--- config.mk ---
export PLATFORM = sky130hd
export DESIGN_NAME = lapb_frame_deframer_crc_check_top
export DESIGN_NICKNAME = d
export VERILOG_FILES = /design/src/rtl/lapbdf_pkg.sv /design/src/rtl/lapbdf_deframe.sv /design/src/rtl/lapb_frame_deframer_crc_check_top.sv
export SDC_FILE = /design/constraint.sdc
export NUM_CORES = 1
export LEC_CHECK = 0
export BUFFER_PORTS_ARGS = -buffer_cell sky130_fd_sc_hd__buf_2
export CORE_MARGIN = 2
export CORE_UTILIZATION = 56
export CTS_CLUSTER_DIAMETER = 50
export DETAILED_ROUTE_END_ITERATION = 8
export PLACE_DENSITY = 0.75
export SLEW_MARGIN = 20
export SYNTH_ARGS = -nofsm -noshare
export SYNTH_HDL_FRONTEND = slang
export SYNTH_SLANG_ARGS = --single-unit
export TNS_END_PERCENT = 10
--- constraint.sdc ---
create_clock -name clk -period 3.9 [get_ports clk]
set_input_delay 0.585 -clock clk [delete_from_list [all_inputs] [get_ports clk]]
set_output_delay 0.585 -clock clk [all_outputs]
set_load 0.01 [all_outputs]
--- src/rtl/lapbdf_pkg.sv ---
package lapbdf_pkg;

  // Framing characters
  localparam logic [7:0] FLAG_CHAR = 8'h7E;  // '~'
  localparam logic [7:0] ESC_CHAR  = 8'h23;  // '#'

  // CRC-16-CCITT, MSB first, no final xor
  localparam logic [15:0] CRC_INIT = 16'hFFFF;
  localparam logic [15:0] CRC_POLY = 16'h1021;

  // Frame layout
  localparam int MAX_DATA_DEF = 256;
  localparam int HEADER_LEN   = 3;
  localparam int DATA_OFS     = 5;  // header plus CRC trailer
  localparam int MIN_INNER    = 6;

  // Result kinds
  localparam logic KIND_DATA   = 1'b0;
  localparam logic KIND_REPORT = 1'b1;

  // Frame types
  localparam logic [1:0] FT_INFO  = 2'd0;
  localparam logic [1:0] FT_SUPER = 2'd1;
  localparam logic [1:0] FT_UNNUM = 2'd2;

  // Report status
  localparam logic [1:0] ST_GOOD    = 2'd0;
  localparam logic [1:0] ST_CRC_ERR = 2'd1;
  localparam logic [1:0] ST_SHORT   = 2'd2;
  localparam logic [1:0] ST_LONG    = 2'd3;

  // Results pushed toward the output queue by one transaction
  typedef struct packed {
    logic push0;
    logic push1;
  } push_t;

  typedef logic [15:0] crc_tab_t [256];

  // Bitwise CRC step; used only to build the constant tables
  function automatic logic [15:0] crc_byte_step(logic [15:0] crc, logic [7:0] b);
    logic [15:0] c;
    c = crc ^ {b, 8'h00};
    for (int i = 0; i < 8; i++) begin
      if (c[15]) begin
        c = {c[14:0], 1'b0} ^ CRC_POLY;
      end else begin
        c = {c[14:0], 1'b0};
      end
    end
    return c;
  endfunction

  // T[a]: eight shifts of {a, 8'h00}
  function automatic crc_tab_t build_crc_tab();
    crc_tab_t t;
    for (int i = 0; i < 256; i++) begin
      t[i] = crc_byte_step({8'(i), 8'h00}, 8'h00);
    end
    return t;
  endfunction

  localparam crc_tab_t CRC_TAB = build_crc_tab();

  // U[a] = T[T[a] high byte], feeds the two-byte update
  function automatic crc_tab_t build_crc_tab2();
    crc_tab_t t;
    for (int i = 0; i < 256; i++) begin
      t[i] = CRC_TAB[CRC_TAB[i][15:8]];
    end
    return t;
  endfunction

  localparam crc_tab_t CRC_TAB2 = build_crc_tab2();

  // Advance the CRC by one byte
  function automatic logic [15:0] crc_one(logic [15:0] crc, logic [7:0] b);
    return {crc[7:0], 8'h00} ^ CRC_TAB[crc[15:8] ^ b];
  endfunction

  // Advance the CRC by two bytes with parallel lookups (b1 first)
  function automatic logic [15:0] crc_two(logic [15:0] crc, logic [7:0] b1,
                                          logic [7:0] b2);
    logic [7:0] a;
    a = crc[15:8] ^ b1;
    return CRC_TAB[crc[7:0] ^ b2] ^ CRC_TAB2[a] ^ {CRC_TAB[a][7:0], 8'h00};
  endfunction

endpackage

--- src/rtl/lapbdf_deframe.sv ---
module lapbdf_deframe #(
  parameter int MAX_DATA = lapbdf_pkg::MAX_DATA_DEF,
  parameter int LEN_W    = $clog2(MAX_DATA + 1),
  parameter int RES_W    = 1 + 8 + 8 + 8 + 8 + 2 + LEN_W + 2 + 1
) (
  input  logic                     clk,
  input  logic                     rst,
  input  logic                     take,
  input  logic [7:0]               rx_byte,
  output lapbdf_pkg::push_t        push,
  output logic [RES_W-1:0]         res0,
  output logic [RES_W-1:0]         res1
);

  localparam int CNT_W = $clog2(MAX_DATA + lapbdf_pkg::DATA_OFS + 1);
  localparam logic [CNT_W-1:0] CNT_SAT  = CNT_W'(MAX_DATA + lapbdf_pkg::DATA_OFS);
  localparam logic [CNT_W-1:0] CNT_HDR  = CNT_W'(lapbdf_pkg::HEADER_LEN);
  localparam logic [CNT_W-1:0] CNT_OFS  = CNT_W'(lapbdf_pkg::DATA_OFS);
  localparam logic [CNT_W-1:0] CNT_MIN  = CNT_W'(lapbdf_pkg::MIN_INNER);

  typedef struct packed {
    logic [CNT_W-1:0] count;
    logic [2:0][7:0]  hdr;
    logic [1:0][7:0]  tr;
    logic             overlong;
  } frame_t;

  typedef struct packed {
    frame_t     st;
    logic       emit;
    logic [7:0] emit_byte;
  } inner_t;

  localparam frame_t FRAME_CLEAR = '0;

  // One unstuffed inner byte: fill header, or shift the trailer delay and emit
  function automatic inner_t inner_byte(frame_t s, logic [7:0] b);
    inner_t r;
    r.st        = s;
    r.emit      = 1'b0;
    r.emit_byte = s.tr[0];
    if (s.count < CNT_HDR) begin
      r.st.hdr[s.count[1:0]] = b;
    end else begin
      if (s.count >= CNT_OFS) begin
        if (s.count < CNT_SAT) begin
          r.emit = 1'b1;
        end else begin
          r.st.overlong = 1'b1;
        end
      end
      r.st.tr[0] = s.tr[1];
      r.st.tr[1] = b;
    end
    if (s.count < CNT_SAT) begin
      r.st.count = s.count + 1'b1;
    end
    return r;
  endfunction

  logic        in_frame, in_frame_next;
  logic        esc, esc_next;
  frame_t      frame, frame_next;
  logic [15:0] crc, crc_next;

  logic [7:0]  first_byte;
  inner_t      ia, ib;
  logic        use_a, use_b, report, clear;
  logic        e1, e2;
  logic [1:0]  ft;
  logic [1:0]  st;
  logic [LEN_W-1:0] len;
  logic [RES_W-1:0] rep_res;

  always_comb begin
    first_byte = rx_byte;
    if (esc) begin
      first_byte = (rx_byte == lapbdf_pkg::FLAG_CHAR) ? lapbdf_pkg::FLAG_CHAR
                                                      : lapbdf_pkg::ESC_CHAR;
    end
    ia = inner_byte(frame, first_byte);
    ib = inner_byte(ia.st, rx_byte);
  end

  // Decode the byte against the framing state
  always_comb begin
    in_frame_next = in_frame;
    esc_next      = esc;
    use_a         = 1'b0;
    use_b         = 1'b0;
    report        = 1'b0;
    clear         = 1'b0;
    priority if (!in_frame) begin
      if (rx_byte == lapbdf_pkg::FLAG_CHAR) begin
        in_frame_next = 1'b1;
        clear         = 1'b1;
      end
    end else if (esc) begin
      esc_next = 1'b0;
      use_a    = 1'b1;
      if (rx_byte == lapbdf_pkg::ESC_CHAR) begin
        esc_next = 1'b1;
      end else if (rx_byte != lapbdf_pkg::FLAG_CHAR) begin
        use_b = 1'b1;
      end
    end else if (rx_byte == lapbdf_pkg::FLAG_CHAR) begin
      clear = 1'b1;
      if (frame.count != '0) begin
        report        = 1'b1;
        in_frame_next = 1'b0;
      end
    end else if (rx_byte == lapbdf_pkg::ESC_CHAR) begin
      esc_next = 1'b1;
    end else begin
      use_a = 1'b1;
    end
  end

  assign e1 = use_a & ia.emit;
  assign e2 = use_b & ib.emit;

  always_comb begin
    frame_next = frame;
    if (use_b) begin
      frame_next = ib.st;
    end else if (use_a) begin
      frame_next = ia.st;
    end
    if (clear) begin
      frame_next = FRAME_CLEAR;
    end
  end

  always_comb begin
    crc_next = crc;
    priority if (clear) begin
      crc_next = lapbdf_pkg::CRC_INIT;
    end else if (e1 && e2) begin
      crc_next = lapbdf_pkg::crc_two(crc, ia.emit_byte, ib.emit_byte);
    end else if (e1) begin
      crc_next = lapbdf_pkg::crc_one(crc, ia.emit_byte);
    end else if (e2) begin
      crc_next = lapbdf_pkg::crc_one(crc, ib.emit_byte);
    end
  end

  // End-of-frame report
  always_comb begin
    unique case (frame.hdr[1][7:6])
      2'd3:    ft = lapbdf_pkg::FT_UNNUM;
      2'd2:    ft = lapbdf_pkg::FT_SUPER;
      default: ft = lapbdf_pkg::FT_INFO;
    endcase
    len = '0;
    priority if (frame.count < CNT_MIN) begin
      st = lapbdf_pkg::ST_SHORT;
    end else if (frame.overlong) begin
      st  = lapbdf_pkg::ST_LONG;
      len = LEN_W'(frame.count - CNT_OFS);
    end else begin
      st  = ({frame.tr[1], frame.tr[0]} == crc) ? lapbdf_pkg::ST_GOOD
                                                : lapbdf_pkg::ST_CRC_ERR;
      len = LEN_W'(frame.count - CNT_OFS);
    end
    rep_res = {lapbdf_pkg::KIND_REPORT, 8'h00, frame.hdr[0], frame.hdr[1],
               frame.hdr[2], ft, len, st, 1'b1};
  end

  // Results of this transaction, in order
  always_comb begin
    push.push0 = take & (e1 | e2 | report);
    push.push1 = take & e1 & e2;
    res1 = {lapbdf_pkg::KIND_DATA, ib.emit_byte, 24'h0, 2'b00, {LEN_W{1'b0}},
            2'b00, 1'b1};
    priority if (e1) begin
      res0 = {lapbdf_pkg::KIND_DATA, ia.emit_byte, 24'h0, 2'b00, {LEN_W{1'b0}},
              2'b00, ~e2};
    end else if (e2) begin
      res0 = res1;
    end else begin
      res0 = rep_res;
    end
  end

  always_ff @(posedge clk) begin
    if (rst) begin
      in_frame <= 1'b0;
      esc      <= 1'b0;
      frame    <= FRAME_CLEAR;
      crc      <= lapbdf_pkg::CRC_INIT;
    end else if (take) begin
      in_frame <= in_frame_next;
      esc      <= esc_next;
      frame    <= frame_next;
      crc      <= crc_next;
    end
  end

endmodule

--- src/rtl/lapb_frame_deframer_crc_check_top.sv ---
// LAPB/HDLC-style byte deframer with CRC-16-CCITT check. Raw line bytes go
// in on rx_byte, one transaction per byte; '~' opens a frame, "#~" stands
// for a literal '~', and a closing '~' produces an end-of-frame report with
// the address and control bytes, frame type, payload length and status.
// Payload bytes come out (kind 0) two inner bytes late so the CRC trailer is
// never shown. Each byte is decoded in the cycle it is accepted, so one byte
// is taken per cycle while in_ready is high; results land in a four-entry
// output queue that drains one result per cycle while out_ready is high,
// and in_ready drops at three or more queued results. An ordinary byte
// after a "#" can yield two payload results, so the sustained rate is capped
// by the output port at one result per cycle. No clearing pass after reset.
module lapb_frame_deframer_crc_check_top #(
  parameter int MAX_DATA = lapbdf_pkg::MAX_DATA_DEF,
  parameter int LEN_W    = $clog2(MAX_DATA + 1)
) (
  input  logic             clk,
  input  logic             rst,
  // input channel
  input  logic             in_valid,
  output logic             in_ready,
  input  logic [7:0]       rx_byte,
  // result channel
  output logic             out_valid,
  input  logic             out_ready,
  output logic             kind,
  output logic [7:0]       data_byte,
  output logic [7:0]       address_byte,
  output logic [7:0]       control_first,
  output logic [7:0]       control_second,
  output logic [1:0]       frame_type,
  output logic [LEN_W-1:0] data_length,
  output logic [1:0]       status,
  output logic             last
);

  localparam int RES_W = 1 + 8 + 8 + 8 + 8 + 2 + LEN_W + 2 + 1;
  localparam int QDEPTH = 4;
  localparam int QPTR_W = $clog2(QDEPTH);

  logic                take;
  lapbdf_pkg::push_t   push;
  logic [RES_W-1:0]    res0, res1;

  logic [RES_W-1:0]    q_mem [QDEPTH];
  logic [QPTR_W-1:0]   wr_ptr, wr_ptr_next;
  logic [QPTR_W-1:0]   rd_ptr;
  logic [QPTR_W:0]     q_count, q_count_next;
  logic                pop;

  // Accept a byte only when the queue has room for its worst case of two
  assign in_ready = (q_count <= (QPTR_W + 1)'(QDEPTH - 2));
  assign take     = in_valid & in_ready;

  lapbdf_deframe #(
    .MAX_DATA (MAX_DATA),
    .LEN_W    (LEN_W),
    .RES_W    (RES_W)
  ) u_deframe (
    .clk     (clk),
    .rst     (rst),
    .take    (take),
    .rx_byte (rx_byte),
    .push    (push),
    .res0    (res0),
    .res1    (res1)
  );

  assign out_valid = (q_count != '0);
  assign pop       = out_valid & out_ready;

  always_comb begin
    wr_ptr_next  = wr_ptr + QPTR_W'(push.push0) + QPTR_W'(push.push1);
    q_count_next = q_count + (QPTR_W + 1)'(push.push0) + (QPTR_W + 1)'(push.push1)
                   - (QPTR_W + 1)'(pop);
  end

  // Control pointers and occupancy
  always_ff @(posedge clk) begin
    if (rst) begin
      wr_ptr  <= '0;
      rd_ptr  <= '0;
      q_count <= '0;
    end else begin
      wr_ptr  <= wr_ptr_next;
      q_count <= q_count_next;
      if (pop) begin
        rd_ptr <= rd_ptr + 1'b1;
      end
    end
  end

  // Queue storage; second result goes into the slot after the first
  always_ff @(posedge clk) begin
    if (push.push0) begin
      q_mem[wr_ptr] <= res0;
    end
    if (push.push1) begin
      q_mem[wr_ptr + 1'b1] <= res1;
    end
  end

  // Head of the queue drives the result fields
  assign {kind, data_byte, address_byte, control_first, control_second,
          frame_type, data_length, status, last} = q_mem[rd_ptr];

`ifndef ASSERT_OFF
  a_queue_bound: assert property (@(posedge clk) disable iff (rst)
    q_count <= (QPTR_W + 1)'(QDEPTH))
    else $error("output queue overflow");

  a_push_order: assert property (@(posedge clk) disable iff (rst)
    push.push1 |-> push.push0)
    else $error("second result pushed without the first");

  a_push_needs_take: assert property (@(posedge clk) disable iff (rst)
    push.push0 |-> take)
    else $error("result pushed without an accepted transaction");

  a_report_last: assert property (@(posedge clk) disable iff (rst)
    (out_valid && kind == lapbdf_pkg::KIND_REPORT) |-> last)
    else $error("end-of-frame report not marked last");

  a_data_clean: assert property (@(posedge clk) disable iff (rst)
    (out_valid && kind == lapbdf_pkg::KIND_DATA) |->
      (address_byte == 8'h00 && status == lapbdf_pkg::ST_GOOD &&
       data_length == '0))
    else $error("payload result carries report fields");
`endif

endmodule

==> results of run 1 <==
-- cells by family after synthesis --
group | Yosys count
AND/OR/NAND/NOR | 494
buffers and inverters | 156
flip-flops | 265
adder cells (fa/ha/maj) | 17
AO/OA/AOI/OAI | 416
multiplexers | 69
XOR/XNOR | 117
-- timing repair --
item	in CTS	in global routing
gates resized for setup	0	5
buffers inserted	0	1
hold endpoints to repair	0	0
setup endpoints to repair	0	2
hold buffers	0	0
-- routing by layer --
layer / vias up / share of wire / track usage
met1: 5949 / 0.41 / 0.448
li1: 5672 / - / -
met4: 0 / 0.032 / 0.125
met2: 700 / 0.44 / 0.482
met5: - / 0 / 0
met3: 120 / 0.11 / 0.0772
-- Yosys cell counts (all sizes together) (5+ instances only) --
cell	instances	area, µm²
and3	12	75.1
nor4	8	80.1
o32ai	6	52.6
a21boi	5	37.5
a21oi	93	469
mux4	47	1060
a22oi	37	278
nand4	12	75.1
o31ai	18	173
or3	6	37.5
nor3	22	110
a22o	8	70.1
edfxtp	32	961
xor2	44	385
a32o	10	100
nor2b	6	37.5
mux2i	18	180
o311a	7	70.1
a21o	6	45.0
xnor2	73	639
ha	11	138
and2	7	43.8
nand2	159	597
a31o	6	52.6
inv	16	60.1
nand3	149	746
a211o	6	52.6
o22ai	18	113
clkbuf	93	349
dfxtp	233	4660
a31oi	14	87.6
buf	45	254
o211ai	8	60.1
nor2	97	374
o21ai	140	701
a211oi	6	45.0
o21bai	6	45.0
-- flip-flops by register name (all words and copies together), names as in the netlist, named ones only --
name	flops
q_mem	188
u_deframe.frame	50
u_deframe.crc	16
q_count	3
rd_ptr	2
wr_ptr	2
u_deframe.esc	1
u_deframe.in_frame	1
-- through the flow --
step           hold slack [ns]  cell area (µm²)
6_report                 0.451            15800
5_1_grt                  0.479            15800
4_1_cts                  0.453            15800
3_5_place_dp             0.445            14600
3_3_place_gp             0.435            14600
2_1_floorplan            0.427            13800
-- path summary, 6_finish.rpt --
kind,start,end,depth (start not counted)
setup / recovery,u_deframe.frame[44],q_count[2],15
hold / removal,q_mem[0][9],q_mem[0][9],2
setup reg to reg,u_deframe.frame[44],q_count[2],15
hold reg to reg,q_mem[0][9],q_mem[0][9],2
-- power groups by stage --
| stage | clock network [mW] | registers, mW | logic, mW |
|---|---|---|---|
| 2_1_floorplan | 0 | 2.85 | 0.504 |
| 3_3_place_gp | 0 | 2.90 | 0.664 |
| 3_5_place_dp | 0 | 2.90 | 0.669 |
| 4_1_cts | 3.28 | 2.84 | 0.671 |
| 5_1_grt | 3.39 | 2.85 | 0.723 |
| 6_report | 3.26 | 2.84 | 0.665 |
-- cell type report --
| cell class | count | area [µm²] |
|---|---|---|
| sequential | 265 | 5630 |
| fill | 1974 | 8470 |
| clock buffer | 46 | 1020 |
| multi-input combinational | 1113 | 7540 |
| timing repair buffer | 136 | 946 |
| tap | 324 | 405 |
| clock inverter | 16 | 174 |
| inverter | 18 | 67.6 |
-- worst register-to-register path: stages, from the launching register on --
cell and delay [ns]:
dfxtp_1 0.30, or4_4 0.58, o31ai_4 0.26, xnor2_1 0.20
ha_1 0.28, a211oi_2 0.09, nand4_1 0.12, nand4_1 0.16
nand2_2 0.20, a21oi_4 0.08, ha_1 0.30, inv_1 0.04
fa_1 0.37, fa_1 0.39, xor2_1 0.16, nor2_1 0.05
==> run_results.csv, run 1 <==
group,metric,value,unit
outcome,status,"finished clean",
power_and_ir_drop,switchingPower,1.69,mW
synth,muxShareOfSynthArea,0.0931,
floorplan,ioPinCount,61,
global_routing,antenna_found_initial,0,
floorplan,die_y,161,µm
sta,finClkSkew,0.0253,ns
sta,max_freq,270,MHz
cts,root_buffer,"clkbuf_16",
setup_path,cp_top_family,"adder cells",
routing,drt_first_pass_iters,5,
floorplan,die_area,25900,µm²
synth,synth_top_family_by_area,"compound AO/OA/AOI/OAI gates",
power_and_ir_drop,p_leak,5.64,nW
sta,slew_headroom,0.307,
place,place.gp.congestion,0.945,
synth,synth_ff_type,"dfxtp_1",
sta,min_period_over_period,0.949,
setup_path,arrival,4.08,ns
synth,synth_area,13800,µm²
setup_path,path_cells,"or4_4 > o31ai_4 > xnor2_1 > ha_1 > a211oi_2 > nand4_1 > nand4_1 > nand2_2 > a21oi_4 > ha_1 > inv_1 > fa_1 > fa_1 > xor2_1 > nor2_1",
floorplan,die_w,161,µm
setup_path,r2r_slack,0.20,ns
layout,layout_common_cells,"dfxtp_1 (231), nand2_1 (158), nand3_1 (147), o21ai_0 (139), nor2_1 (95)",
power_and_ir_drop,finalPower,6.77,mW
global_routing,grt_overflow,0,
cts,htreeDepth,2,
place,pre_cts_slack,0.104,ns
place,dp.cells,1855,
routing,drc,0,
synth,syn_avg_cell_area,8.99,µm²
synth,synth_compound_area_frac,0.192,
setup_path,slowest_delay,0.58,ns
cts,clockBufferDepth,3,
synth,ys_async_sr_fraction,0,
setup_path,worstPathRequired,4.28,ns
power_and_ir_drop,max-vdd-ir-drop,0.000470,V
cts,clk_latency,0.53,ns
synth,synth_cell_types,79,
synth,synth.net_count,1560,
setup_path,slowest_stage,"or4_4",
setup_path,worstSetupEndpointType,"flip-flop",
power_and_ir_drop,clockPowerShare,0.482,
cts,clock_sinks,265,
place,hpwlAfterDp,27800,µm
routing,viasPerCell,6.49,
routing,detail_route.wl_per_cell,21.8,µm
synth,synthCells,1534,
synth,synth-simple-area-share,0.167,
layout,instances_no_fill,1918,
global_routing,grt_max_degree,74,
layout,drive_gt1_frac,0.171,
cts,numCtsBuffers,34,
layout,antenna_cells,0,
floorplan,start_util,0.568,
power_and_ir_drop,pwr-share-seq,0.420,
routing,num_vias,12441,
setup_path,crit_buf_inv,1,
setup_path,start_kind,"flip-flop",
place,io_buffer_count,60,
power_and_ir_drop,p_per_area,429,nW/µm²
layout,areaGrowthSynthToFinish,14.5,%
sta,setup_tns,0,ns
routing,ant_nets,0,
floorplan,core,24200,µm²
cts,cts_tree,"done",
layout,nets,1594,
cts,clkTransAtPathRegs,0.06,ns
sta,finalHoldViolations,0,
setup_path,worstSetupPathType,"flip-flop to flip-flop",
sta,setup_viol,0,
sta,worst_slew_pin_slew,1.04,ns
synth,yosysSeqAreaShare,0.408,
layout,fin_util,0.651,
sta,slew_viol_final,0,
min_path,hold_class,"flip-flop to flip-flop",
sta,rsz0062_at_grt,"no",
routing,wl,41800,µm
synth,synth_xor_area_frac,0.0743,
power_and_ir_drop,p_int,5.08,mW
setup_path,critPathMaxFanout,5,
synth,synth-adder-area-share,0.0165,
power_and_ir_drop,p_comb_frac,0.098,
run,maxCapViolCount,0,
sta,final.setup.worst_slack,0.200,ns
global_routing,grt_pass1_vias,11905,
synth,ys_seq_elements,265,
layout,layout_commonest_cell,"dfxtp_1",
sta,fin_crit,3.70,ns
synth,synth_edf_count,32,
global_routing,grt_pass1_wl,66000,µm
global_routing,grtUsageTotal,0.321,
synth,yosys_warnings,0,
routing,dr.first_iter.drc_count,1569,
power_and_ir_drop,swShare,0.250,
floorplan,row_count,57,
Note: power is estimated with default switching activity, not from simulation.
==> run 2, diff against run 1 <==
- CORE_UTILIZATION: 56 -> 59
- HOLD_SLACK_MARGIN: default -> 0.06
- PLACE_DENSITY: 0.75 -> 0.76
- clock period: 3.9 -> 4.5 ns (I/O delays scaled with it)
==> run_results.csv, run 2 (synthesized netlist as in run 1, its figures left out) <==
group,metric,value,unit
outcome,status,"finished clean",
floorplan,die_w,157,µm
global_routing,grtUsageTotal,0.326,
cts,clock_sinks,265,
setup_path,worstPathRequired,4.93,ns
routing,ant_nets,0,
cts,clkTransAtPathRegs,0.06,ns
cts,cts_tree,"done",
floorplan,row_count,55,
floorplan,die_y,157,µm
min_path,holdCritStartpoint,"q_mem[1][1]",
floorplan,die_area,24600,µm²
setup_path,worstRegToRegCells,18,
layout,areaGrowthSynthToFinish,11.3,%
cts,clockBufferDepth,3,
layout,top_register,"q_mem",
layout,layout_commonest_cell,"dfxtp_1",
sta,whs,0.452,ns
global_routing,grt_max_degree,74,
sta,fin_crit,4.16,ns
cts,htreeDepth,1,
layout,top_regs,"q_mem (188), u_deframe.frame (50), u_deframe.crc (16)",
routing,detail_route.wl_per_cell,21.7,µm
sta,slew_headroom,0.301,
power_and_ir_drop,p_per_area,362,nW/µm²
power_and_ir_drop,p_leak,5.40,nW
sta,finalHoldViolations,0,
run,maxCapViolCount,0,
place,pre_cts_slack,0.383,ns
layout,layout_common_cells,"dfxtp_1 (230), nand2_1 (159), nand3_1 (147), o21ai_0 (139), nor2_1 (95)",
setup_path,arrival,4.59,ns
sta,finClkSkew,0.0218,ns
sta,slew_viol_final,0,
global_routing,grt_pass1_vias,11271,
sta,rsz0062_at_grt,"no",
place,io_buffer_count,60,
global_routing,grt_pass1_wl,63100,µm
floorplan,start_util,0.605,
min_path,hold_depth,2,
routing,drc,0,
layout,largest_reg_flops,188,
setup_path,start_kind,"flip-flop",
setup_path,critPathMaxFanout,9,
min_path,hold_class,"flip-flop to flip-flop",
global_routing,antenna_found_initial,1,
sta,worst_slew_pin_slew,1.04,ns
global_routing,grt_overflow,0,
min_path,hold_path_end,"q_mem[1][1]",
setup_path,worstSetupEndpointType,"flip-flop",
routing,dr.first_iter.drc_count,1477,
routing,viasPerCell,6.63,
setup_path,worstReg2RegEnd,"q_count[2]",
routing,wl,40600,µm
sta,max_freq,241,MHz
routing,drt_first_pass_iters,6,
floorplan,core,22800,µm²
layout,regArea,5630,µm²
setup_path,worstSetupPathType,"flip-flop to flip-flop",
place,hpwlAfterDp,27000,µm
sta,min_period_over_period,0.924,
routing,num_vias,12377,
layout,drive_gt1_frac,0.148,
layout,antenna_cells,0,
layout,multi_input_area,7510,µm²
sta,setup_tns,0,ns
place,place.gp.congestion,0.965,
cts,root_buffer,"clkbuf_16",
power_and_ir_drop,max-vdd-ir-drop,0.000345,V
sta,setup_viol,0,
setup_path,reg2reg_from,"u_deframe.frame[44]",
power_and_ir_drop,finalPower,5.55,mW
cts,numCtsBuffers,31,
layout,fillers,1747,
setup_path,r2r_slack,0.34,ns
layout,nets,1556,
sta,final.setup.worst_slack,0.342,ns
cts,clk_latency,0.58,ns
floorplan,ioPinCount,61,
-- run 2: changes by cell type in the layout (fill, tap and decap cells not counted), moves of 2 or more --
cell       previous run  this run
buf_4                70        36
clkbuf_16            36        32
buf_12                6         4
bufinv_16             2         0
clkbuf_1              2         4
clkinv_4              5         3
inv_6                 2         0
inv_8                 0         2
-- run 2: area by class of cell --
cell class | instances | area share
repair buffers | 101 | 0.0442
clock inverters | 12 | 0.00677
inverters | 18 | 0.00441
clock buffers | 46 | 0.0618
flip-flops and latches | 265 | 0.367
multi-input cells | 1113 | 0.490
well taps | 313 | 0.0255
-- run 2: worst max-delay path: stages (launching register included) --
cell and delay [ns]:
dfxtp_1 0.43, nor4_4 0.36, nand2_1 0.21, a21oi_1 0.15
o21ai_0 0.08, o21ai_0 0.20, inv_1 0.13, ha_1 0.27
a211oi_1 0.22, nand4_1 0.17, nand4_1 0.18, nand2_1 0.19
a21oi_2 0.26, ha_1 0.15, inv_1 0.04, fa_1 0.38
fa_1 0.39, xor2_1 0.16, nor2_1 0.05
-- run 2: worst max-delay path by stage --
stage	depth (start not counted)	slack, ns	to	start
after global routing	18	0.07	q_count[2]	u_deframe.frame[44]
after detailed placement	15	0.38	q_count[2]	u_deframe.frame[44]
after CTS	15	0.36	q_count[2]	u_deframe.frame[44]
after global placement	14	0.55	q_count[2]	u_deframe.frame[42]
final	18	0.34	q_count[2]	u_deframe.frame[44]
after floorplan	17	0.42	q_count[2]	u_deframe.frame[45]
-- run 2: repair_timing --
item | CTS | global route
gates resized for setup | 0 | 2
hold endpoints to repair | 0 | 0
buffers inserted | 0 | 0
hold buffers | 0 | 0
endpoints found under the setup margin | 0 | 1
-- run 2: layer usage --
metal	wire (µm)	part of all wire	vias up	track usage
met3	4270	0.11	100	0.0720
met4	1110	0.027	2	0.113
met1	17100	0.42	5964	0.465
met5	13	0.00032	-	0
li1	-	-	5590	-
met2	18100	0.44	721	0.488
-- run 2: per-stage QoR --
step / instance area (µm²) / util / std cells
2_1_floorplan: 13800 / - / 1534
3_3_place_gp: 14300 / 0.626 / 1809
3_5_place_dp: 14300 / 0.626 / 1809
4_1_cts: 15300 / 0.672 / 1867
5_1_grt: 15300 / 0.673 / 1868
6_report: 15300 / 0.673 / 1868
-- run 2: power by group --
part	internal, mW	leakage [nW]	switching [mW]
Sequential	2.41	2.14	0.0785
Clock	1.47	0.519	1.03
Combinational	0.265	2.74	0.292
Total	4.15	5.40	1.40
==> run 3, diff against run 2 <==
- CORE_ASPECT_RATIO: default -> 0.5
==> run_results.csv, run 3 (synthesized netlist as in run 1, its figures left out) <==
group,metric,value,unit
outcome,status,"finished clean",
cts,clk_latency,0.55,ns
layout,layout_commonest_cell,"dfxtp_1",
layout,regArea,5630,µm²
setup_path,critPathMaxFanout,15,
setup_path,start_kind,"flip-flop",
floorplan,die_area,24700,µm²
floorplan,die_w,220,µm
setup_path,path_cells,"ha_1 > nor2b_1 > a311o_1 > or3_1 > or3_1 > nand4_1 > nand2_1 > a21oi_1 > ha_1 > inv_1 > fa_1 > fa_1 > xor2_1 > nor2_1",
floorplan,core,22900,µm²
layout,top_regs,"q_mem (188), u_deframe.frame (50), u_deframe.crc (16)",
setup_path,slowest_stage,"dfxtp_2",
layout,drive_gt1_frac,0.144,
sta,min_period_over_period,0.899,
layout,antenna_cells,0,
global_routing,grt_overflow,0,
min_path,hold_class,"flip-flop to flip-flop",
power_and_ir_drop,p_leak,5.30,nW
layout,instances_no_fill,1851,
run,maxCapViolCount,0,
setup_path,worstRegToRegCells,14,
power_and_ir_drop,p_comb_frac,0.095,
power_and_ir_drop,switchingPower,1.38,mW
sta,rsz0062_at_grt,"no",
setup_path,reg2reg_from,"u_deframe.frame[41]",
place,hpwlAfterDp,28600,µm
routing,drt_first_pass_iters,6,
min_path,hold_path_end,"q_mem[1][3]",
routing,viasPerCell,6.67,
setup_path,cp_top_family,"adder cells",
routing,detail_route.wl_per_cell,23.3,µm
floorplan,start_util,0.602,
layout,largest_reg_flops,188,
setup_path,worstReg2RegEnd,"q_count[2]",
cts,clockBufferDepth,3,
power_and_ir_drop,clockPowerShare,0.421,
power_and_ir_drop,pwr-share-seq,0.484,
cts,clock_sinks,265,
layout,multi_input_area,7510,µm²
global_routing,antenna_found_initial,0,
setup_path,worstSetupEndpointType,"flip-flop",
routing,num_vias,12337,
cts,root_buffer,"clkbuf_16",
min_path,holdCritStartpoint,"q_mem[1][3]",
sta,finClkSkew,0.0182,ns
setup_path,crit_buf_inv,1,
place,dp.cells,1805,
power_and_ir_drop,p_int,3.88,mW
sta,setup_tns,0,ns
global_routing,grt_pass1_vias,11999,
floorplan,ioPinCount,61,
cts,numCtsBuffers,25,
setup_path,arrival,4.47,ns
sta,finalHoldViolations,0,
min_path,hold_depth,2,
power_and_ir_drop,p_per_area,348,nW/µm²
sta,fin_crit,4.05,ns
cts,htreeDepth,1,
layout,nets,1551,
setup_path,slowest_delay,0.49,ns
routing,ant_nets,0,
sta,worst_slew_pin_slew,1.12,ns
layout,fillers,1855,
sta,max_freq,247,MHz
global_routing,grt_max_degree,74,
setup_path,worstPathRequired,4.93,ns
layout,areaGrowthSynthToFinish,9.81,%
setup_path,worstSetupPathType,"flip-flop to flip-flop",
place,io_buffer_count,60,
power_and_ir_drop,max-vdd-ir-drop,0.000274,V
sta,setup_viol,0,
sta,slew_viol_final,0,
cts,cts_tree,"done",
floorplan,die_y,112,µm
place,place.gp.congestion,0.946,
routing,wl,43000,µm
setup_path,r2r_slack,0.45,ns
routing,dr.first_iter.drc_count,1615,
global_routing,grtUsageTotal,0.350,
routing,drc,0,
cts,clkTransAtPathRegs,0.07,ns
floorplan,row_count,39,
global_routing,grt_pass1_wl,67300,µm
power_and_ir_drop,swShare,0.262,
cts,postCtsHoldBufs,0,
sta,slew_headroom,0.250,
layout,top_register,"q_mem",
layout,layout_common_cells,"dfxtp_1 (229), nand2_1 (159), nand3_1 (149), o21ai_0 (139), nor2_1 (95)",
[run 3: changes by cell type in the layout (fill, tap and decap cells not counted), moves of 2 or more]
| cell | delta |
|---|---|
| buf_12 | +2 |
| bufinv_16 | +2 |
| clkbuf_1 | -4 |
| clkbuf_16 | -7 |
| clkbuf_8 | -5 |
| inv_6 | +2 |
| inv_8 | -2 |
| nand3_1 | +2 |
| nand3_2 | -2 |
[run 3: power by group through the flow]
stage	Combinational, mW	Clock [mW]	Sequential, mW
finish	0.498	2.22	2.55
global placement	0.482	0	2.61
CTS	0.495	2.23	2.55
detailed placement	0.489	0	2.61
floorplan	0.437	0	2.47
global route	0.530	2.32	2.56
[run 3: worst max path at each step]
stage,to,slack [ns],start,cells after the start
floorplan,q_count[2],0.42,u_deframe.frame[45],17
global placement,q_count[2],0.42,u_deframe.frame[41],14
detailed placement,q_count[2],0.29,u_deframe.frame[41],14
CTS,q_count[2],0.29,u_deframe.frame[41],14
global route,q_count[2],0.02,u_deframe.frame[47],16
finish,q_count[2],0.45,u_deframe.frame[41],14
[run 3: through the flow]
| step | utilization | power, mW | hold WS, ns | instance area (µm²) | worst slack [ns] |
|---|---|---|---|---|---|
| finish | 0.661 | 5.26 | 0.456 | 15100 | 0.453 |
| floorplan | - | 2.91 | 0.427 | 13800 | 0.417 |
| global route | 0.661 | 5.42 | 0.473 | 15100 | 0.0163 |
| CTS | 0.661 | 5.28 | 0.454 | 15100 | 0.291 |
| detailed placement | 0.624 | 3.09 | 0.447 | 14300 | 0.285 |
| global placement | 0.624 | 3.09 | 0.435 | 14300 | 0.423 |
[run 3: area by class of cell]
type | instances | share of cell area
Multi-Input combinational cell | 1113 | 0.496
Timing Repair Buffer | 102 | 0.0456
Sequential cell | 265 | 0.372
Inverter | 18 | 0.00446
Clock inverter | 17 | 0.0114
Clock buffer | 29 | 0.0450
Tap cell | 307 | 0.0254
[run 3: worst reg2reg max path: stages (launching register included)]
cell,delay (ns)
dfxtp_2,0.49
ha_1,0.44
nor2b_1,0.09
a311o_1,0.37
or3_1,0.34
or3_1,0.44
nand4_1,0.15
nand2_1,0.15
a21oi_1,0.30
ha_1,0.17
inv_1,0.04
fa_1,0.38
fa_1,0.39
xor2_1,0.15
nor2_1,0.05
[run 3: per-layer routing]
metal	global-route usage	part of all wire	wire, µm	vias to the layer above
met5	0	0	0	-
met4	0.116	0.030	1300	0
met3	0.0667	0.093	4020	112
met2	0.560	0.45	19500	699
met1	0.480	0.42	18200	5971
li1	-	-	-	5555
[run 3: repair_timing]
item                                   in CTS  in global routing
buffers inserted                            0                  0
endpoints found under the hold margin       0                  0
setup endpoints to repair                   0                  2
gates resized for setup                     0                  2
